## src/design/ctpt_pkg.sv

```systemverilog
// Package for the color track position tracker.
// Holds the color codes and the fixed classification thresholds; no dependencies.
`timescale 1ns / 1ps
`default_nettype none

package ctpt_pkg;

  typedef enum logic [1:0] {
    COL_BLACK = 2'd0,
    COL_WHITE = 2'd1,
    COL_BLUE  = 2'd2
  } color_t;

  localparam int unsigned SAMPLE_BITS = 10;
  localparam int unsigned COUNT_BITS  = 8;

  typedef logic [SAMPLE_BITS-1:0] sample_t;
  typedef logic [COUNT_BITS-1:0]  count_t;

  // White: all three channels above these.
  localparam sample_t WHITE_RED_MIN   = 10'd120;
  localparam sample_t WHITE_GREEN_MIN = 10'd240;
  localparam sample_t WHITE_BLUE_MIN  = 10'd280;

  // Blue: red strictly inside a window, green and blue above these.
  localparam sample_t BLUE_RED_LOW    = 10'd40;
  localparam sample_t BLUE_RED_HIGH   = 10'd70;
  localparam sample_t BLUE_GREEN_MIN  = 10'd140;
  localparam sample_t BLUE_BLUE_MIN   = 10'd180;

  // Black: red at most this, green and blue below these.
  localparam sample_t BLACK_RED_MAX   = 10'd30;
  localparam sample_t BLACK_GREEN_MAX = 10'd50;
  localparam sample_t BLACK_BLUE_MAX  = 10'd50;

  localparam count_t DEBOUNCE_RESET = 8'd5;

endpackage

`default_nettype wire

```

## src/design/color_track_position_tracker.sv

```systemverilog
// Top level of the color track position tracker: classification, debounce,
// position stepping and the result register. Depends on ctpt_pkg.
//
//   Channel  | Handshake                 | Payload
//   ---------+---------------------------+--------------------------------------
//   sample   | sample_valid/sample_stall | red_raw, green_raw, blue_raw
//   result   | result_valid/result_stall | accepted_color, travel_left,
//            |                           | cell_position, position_changed,
//            |                           | position_forced
//   config   | cfg_valid/cfg_ready       | debounce_count
//
// Every sample item yields exactly one result item in the cycle after it is accepted.
// A new sample can be taken in every cycle; the only limit is the single result
// register, so sample_stall is high only while a result waits and result_stall is high.
// Reset (rst, synchronous) resets all tracking state and the debounce limit to 5. The
// always-ready config channel must be written only while idle, unchecked by the block.
`timescale 1ns / 1ps
`default_nettype none

module color_track_position_tracker #(
  parameter int POSITION_BITS = 10
) (
  input  wire logic                            clk,
  input  wire logic                            rst,
  // Sample channel.
  input  wire logic                            sample_valid,
  output logic                                 sample_stall,
  input  wire logic [9:0]                      red_raw,
  input  wire logic [9:0]                      green_raw,
  input  wire logic [9:0]                      blue_raw,
  // Result channel.
  output logic                                 result_valid,
  input  wire logic                            result_stall,
  output logic [1:0]                           accepted_color,
  output logic                                 travel_left,
  output logic signed [POSITION_BITS-1:0]      cell_position,
  output logic                                 position_changed,
  output logic                                 position_forced,
  // Configuration channel.
  input  wire logic                            cfg_valid,
  output logic                                 cfg_ready,
  input  wire logic [7:0]                      debounce_count
);

  import ctpt_pkg::*;

  // Saturation bounds of the signed position.
  localparam logic signed [POSITION_BITS-1:0] PosMax =
    {1'b0, {(POSITION_BITS-1){1'b1}}};
  localparam logic signed [POSITION_BITS-1:0] PosMin =
    {1'b1, {(POSITION_BITS-1){1'b0}}};
  localparam logic signed [POSITION_BITS-1:0] PosOne =
    {{(POSITION_BITS-1){1'b0}}, 1'b1};

  // Tracking state.
  count_t                          debounce_limit;
  color_t                          current_color;
  color_t                          candidate;
  count_t                          remaining;
  logic                            direction_left;
  logic signed [POSITION_BITS-1:0] position;

  // Next values.
  color_t                          sample_color;
  color_t                          accept_color;
  color_t                          candidate_next;
  count_t                          remaining_next;
  logic                            direction_left_next;
  logic signed [POSITION_BITS-1:0] position_stepped;
  logic signed [POSITION_BITS-1:0] position_next;
  logic                            changed_next;
  logic                            forced_next;

  logic                            sample_take;

  // The result register frees up whenever downstream takes its item, so a new
  // sample can enter in the same cycle.
  assign sample_stall = result_valid && result_stall;
  assign sample_take  = sample_valid && !sample_stall;
  assign cfg_ready    = 1'b1;

  // Classification. The tests run white, blue, black, and a later match wins.
  // With no match the accepted color stands.
  always_comb begin
    sample_color = current_color;
    if (red_raw > WHITE_RED_MIN && green_raw > WHITE_GREEN_MIN &&
        blue_raw > WHITE_BLUE_MIN) begin
      sample_color = COL_WHITE;
    end
    if (red_raw > BLUE_RED_LOW && red_raw < BLUE_RED_HIGH &&
        green_raw > BLUE_GREEN_MIN && blue_raw > BLUE_BLUE_MIN) begin
      sample_color = COL_BLUE;
    end
    if (red_raw <= BLACK_RED_MAX && green_raw < BLACK_GREEN_MAX &&
        blue_raw < BLACK_BLUE_MAX) begin
      sample_color = COL_BLACK;
    end
  end

  // Debounce. A color differing from the candidate restarts the count; the
  // candidate is accepted on the first matching sample after the count is zero.
  always_comb begin
    candidate_next = candidate;
    remaining_next = remaining;
    accept_color   = current_color;
    if (sample_color == candidate) begin
      if (remaining == '0) begin
        accept_color = sample_color;
      end else begin
        remaining_next = remaining - 8'd1;
      end
    end else begin
      candidate_next = sample_color;
      remaining_next = debounce_limit;
    end
  end

  // Position update. An accepted change steps one cell in the travel direction,
  // saturating at the signed bounds. A change to blue reverses direction; when
  // that turns travel back rightward, a nonzero position snaps to zero.
  always_comb begin
    position_stepped = position;
    if (!direction_left) begin
      if (position != PosMax) begin
        position_stepped = position + PosOne;
      end
    end else begin
      if (position != PosMin) begin
        position_stepped = position - PosOne;
      end
    end

    changed_next        = (accept_color != current_color);
    forced_next         = 1'b0;
    position_next       = position;
    direction_left_next = direction_left;
    if (changed_next) begin
      position_next = position_stepped;
      if (accept_color == COL_BLUE) begin
        direction_left_next = !direction_left;
        if (direction_left && position_stepped != '0) begin
          position_next = '0;
          forced_next   = 1'b1;
        end
      end
    end
  end

  // Configuration register.
  always_ff @(posedge clk) begin
    if (rst) begin
      debounce_limit <= DEBOUNCE_RESET;
    end else if (cfg_valid && cfg_ready) begin
      debounce_limit <= debounce_count;
    end
  end

  // Tracking state advances once per accepted sample.
  always_ff @(posedge clk) begin
    if (rst) begin
      current_color  <= COL_BLUE;
      candidate      <= COL_BLUE;
      remaining      <= '0;
      direction_left <= 1'b0;
      position       <= '0;
    end else if (sample_take) begin
      current_color  <= accept_color;
      candidate      <= candidate_next;
      remaining      <= remaining_next;
      direction_left <= direction_left_next;
      position       <= position_next;
    end
  end

  // Result register: valid bit under reset, payload loaded with each sample.
  always_ff @(posedge clk) begin
    if (rst) begin
      result_valid <= 1'b0;
    end else if (sample_take) begin
      result_valid <= 1'b1;
    end else if (!result_stall) begin
      result_valid <= 1'b0;
    end
  end

  always_ff @(posedge clk) begin
    if (sample_take) begin
      accepted_color   <= accept_color;
      travel_left      <= direction_left_next;
      cell_position    <= position_next;
      position_changed <= changed_next;
      position_forced  <= forced_next;
    end
  end

endmodule

`default_nettype wire

```

## config.mk

```make
export PLATFORM = sky130hd
export DESIGN_NAME = color_track_position_tracker
export DESIGN_NICKNAME = d
export VERILOG_FILES = /design/src/design/ctpt_pkg.sv /design/src/design/color_track_position_tracker.sv
export SDC_FILE = /design/constraint.sdc
export NUM_CORES = 1
export LEC_CHECK = 0
export BUFFER_PORTS_ARGS = -buffer_cell sky130_fd_sc_hd__buf_4
export CAP_MARGIN = 15
export CORE_AREA = 2 2 86 121
export CTS_BUF_LIST = sky130_fd_sc_hd__clkbuf_8 sky130_fd_sc_hd__clkbuf_16
export DETAILED_ROUTE_END_ITERATION = 10
export DIE_AREA = 0 0 88 123
export GPL_TIMING_DRIVEN = 0
export RECOVER_POWER = 100
export SLEW_MARGIN = 40
export SYNTH_ARGS = -nofsm -noshare
export SYNTH_HDL_FRONTEND = slang
export SYNTH_SLANG_ARGS = --single-unit
export TNS_END_PERCENT = 20
```

## constraint.sdc

```tcl
create_clock -name clk -period 2.6 [get_ports clk]
set_input_delay 0.26 -clock clk [delete_from_list [all_inputs] [get_ports clk]]
set_output_delay 0.26 -clock clk [all_outputs]
set_load 0.02 [all_outputs]
```

==> flow_summary_export.csv <==
group,metric,value,unit
min_path,worst_hold_path_type,"in2reg",
die,rows,43,
finish,layout-drive-gt1-share,31.12,%
placement,portBuffers,57,
synth,netlist-cell-type-count,82,
power,power-per-cell-area,476.6,mW/mm2
synth,synth_seq_cells,47,
route,drt_iter0_markers,123,
sta,finalSetupViolCount,22,
placement,number_of_placed_instances_with_taps_included,579,
clock_tree,cts.clk_slew.worst_paths,70,ps
finish,finish.instance_area,0.004493,mm2
route,drt_drc_violations_left,0,
sta,grt_setup_unrepaired,"yes",
clock_tree,ctsLongestPathBuffers,2,
clock_tree,cts_hold_buf,0,
route,detail_route.wl_per_cell,15.94,um
finish,layout_common_cells,"56 x sky130_fd_sc_hd__buf_4, 34 x sky130_fd_sc_hd__nand2_1, 30 x sky130_fd_sc_hd__dfxtp_1",
synth,dominantRegCellSynth,"sky130_fd_sc_hd__dfxtp_1",
global_route,grt_start_max_net_pins,21,
global_route,grt_util_all_layers,17.61,%
global_route,grt_overflow_total,0,
power,peakVddDrop,0.3820,mV
synth,post_synth_inst_count,387,
global_route,grt_antenna_before_repair,0,
die,full_die_area,0.01082,mm2
finish,layout.nets,511,
global_route,wire_length_of_the_first_global_routing_pass,15.10,mm
route,route.vias.total,3359,
finish,layout.cells.non_filler,601,
route,route.antenna.remaining_nets,0,
sta,max_freq,0.3434,GHz
finish,layout.cells.most_common,"sky130_fd_sc_hd__buf_4",
sta,fin_skew,4.772,ps
synth,seq_area_frac_synth,32.49,%
synth,synth_area_per_cell,8.678,um2
critical_path,crit_arrival,2940,ps
clock_tree,insertion_delay,290,ps
critical_path,setup.worst_path.class,"reg2reg",
sta,min_period,2912,ps
placement,place.gp.congestion,0.9157,
outcome,failed_checks,"setup timing",
route,drt-pass1-iter-count,4,
sta,drv_slew,0,
synth,cell_area_after_synthesis,0.003358,mm2
clock_tree,root_buf_cell,"sky130_fd_sc_hd__clkbuf_16",
sta,postLayoutSetupSlackWorst,-311.8,ps
die,overall_die_width,88,um
finish,n_antenna_cell,0,
global_route,vias_in_the_first_global_route,3293,
finish,final_core_utilization,46.14,%
power,total_power_of_the_final_layout,2.141,mW
placement,post_dp_cell_area,0.003981,mm2
flow_run,max_cap_viols,0,
synth,synth_warnings,0,
clock_tree,tritoncts_num_sinks,47,
die,core_area,0.009738,mm2
outcome,outcome,"finished, violations left",
route,routed_wl,9.582,mm
placement,dp_slack,-859.2,ps
sta,final.period_utilization,112.0,%
sta,endpoints_failing_hold,0,
clock_tree,cts_tree,"built",
die,top_level_ports,61,
synth,synth-edff-count,15,
die,start_util,34.49,%
finish,syn_to_final_growth,33.79,%
critical_path,critical_path_peak_fanout,7,
sta,worst_slew_pin_slew,764.7,ps
power,cellLeakagePower,1.659,nW
critical_path,setup.worst_path.start_class,"flop",
placement,dp_hpwl,6.879,mm
sta,slew-limit-headroom,48.96,%
critical_path,critical_path_required,2620,ps
synth,synth_fp_nets,433,
clock_tree,cts_htree_levels,2,
route,avgViaCountPerCell,5.589,
clock_tree,number_of_buffers_created_by_cts,5,
synth,async_reset_ff_share,0,%
die,die_y,123,um
critical_path,setup.worst_path.end_class,"flop",
power breakdown:
part | total [mW] | switching, mW | internal, mW
Clock | 0.639 | 0.284 | 0.355
Sequential | 0.835 | 0.0294 | 0.806
Combinational | 0.667 | 0.392 | 0.275
Total | 2.14 | 0.706 | 1.44
worst paths after layout:
path                                           startpoint                        endpoint  slack (ps)  cells after the start
worst max-delay path             position[0]$_SDFFE_PP0P_      cell_position[5]$_DFFE_PP_        -310                     13
worst min-delay path                    debounce_count[2]  debounce_limit[2]$_SDFFE_PP1P_         190                      3
worst max register to register   position[0]$_SDFFE_PP0P_      cell_position[5]$_DFFE_PP_        -310                     13
worst min register to register  remaining[1]$_SDFFE_PP0P_       remaining[1]$_SDFFE_PP0P_         480                      2
cell usage after synthesis, drive strengths merged, types with 3 or more instances:
| master | instances | area share, % |
|---|---|---|
| o21a | 3 | 0.67 |
| ha | 3 | 1.1 |
| buf | 14 | 2.9 |
| dfxtp | 32 | 19 |
| o311ai | 6 | 1.6 |
| a32oi | 3 | 0.78 |
| or3 | 6 | 1.1 |
| a311oi | 5 | 1.3 |
| and3 | 4 | 0.75 |
| a31oi | 13 | 2.4 |
| nor2 | 22 | 2.6 |
| nand2 | 35 | 4.1 |
| o31ai | 9 | 2.3 |
| nor4 | 7 | 1.3 |
| o211ai | 7 | 1.7 |
| mux2i | 15 | 4.5 |
| edfxtp | 15 | 13 |
| and4 | 3 | 0.78 |
| clkbuf | 14 | 1.6 |
| a211oi | 4 | 1.8 |
| a22oi | 3 | 0.82 |
| o21ai | 13 | 2.3 |
| nand4 | 7 | 1.3 |
| o32ai | 14 | 4.1 |
| inv | 22 | 2.5 |
| or3b | 3 | 0.78 |
| a21oi | 16 | 2.4 |
| nor4b | 3 | 0.97 |
| and2 | 3 | 0.56 |
| xnor2 | 8 | 2.1 |
| nand2b | 7 | 1.3 |
| o41ai | 3 | 1.0 |
| nor3 | 17 | 2.9 |
| nand3 | 11 | 1.8 |
routing by layer:
metal  part of all wire (%)  up-vias  track usage, %
met2                     53       87           33.90
met3                    3.5       23           2.270
li1                       -     1643               -
met4                    3.4        0           7.788
met5                      0        -               0
met1                     40     1606           18.56
worst max-delay path: stages, from the launching register on:
cell and delay, ps:
sky130_fd_sc_hd__dfxtp_2 340, sky130_fd_sc_hd__buf_8 130, sky130_fd_sc_hd__inv_8 40, sky130_fd_sc_hd__ha_4 110, sky130_fd_sc_hd__or3b_4 450, sky130_fd_sc_hd__or3_4 380, sky130_fd_sc_hd__a31oi_4 170, sky130_fd_sc_hd__a31oi_4 110
sky130_fd_sc_hd__nand4_1 170, sky130_fd_sc_hd__o211ai_4 120, sky130_fd_sc_hd__buf_4 150, sky130_fd_sc_hd__buf_6 120, sky130_fd_sc_hd__o32ai_2 200, sky130_fd_sc_hd__o21ai_1 140
what timing repair did:
item | in CTS | in global routing
gates resized for setup | 38 | 26
endpoints found under the setup margin | 29 | 31
pin swaps | 9 | 6
buffers inserted | 11 | 5
cloned | 1 | 0
hold endpoints to repair | 0 | 0
cell type report:
type / count / area (um2)
Multi-Input combinational cell: 288 / 2338
Clock inverter: 3 / 20.02
Fill cell: 959 / 5245
Buffer: 25 / 143.9
Tap cell: 135 / 168.9
Clock buffer: 5 / 125.1
Inverter: 24 / 106.4
Timing Repair Buffer: 74 / 496.7
Sequential cell: 47 / 1094
logic make-up (layout without fill, tap and decap cells):
family,Yosys count,after routing,synth area share (%)
adders and majority gates,3,3,1.118
other,1,1,0.1117
xor gates and xnor gates,8,8,2.087
buffers and inverters,52,131,7.265
muxes,16,16,4.806
DFF,47,47,32.49
and+or+nand+nor,144,144,24.11
AOI/OAI and AO/OA,116,116,28.02
per-stage QoR:
| stage | TNS, ps | hold WS (ps) |
|---|---|---|
| floorplan | -865.8 | 384.1 |
| global placement | -13140 | 457.2 |
| detailed placement | -14370 | 465.9 |
| CTS | -3991 | 186.1 |
| global route | -8721 | 190.6 |
| finish | -4503 | 187.4 |
flip-flops by register name, summed over array words and instances (netlist names):
name / count
accepted_color: 2
candidate: 2
cell_position: 10
current_color: 2
debounce_limit: 8
direction_left: 1
position: 10
position_changed: 1
position_forced: 1
remaining: 8
result_valid: 1
travel_left: 1
Power figures use the tool's default switching activity.
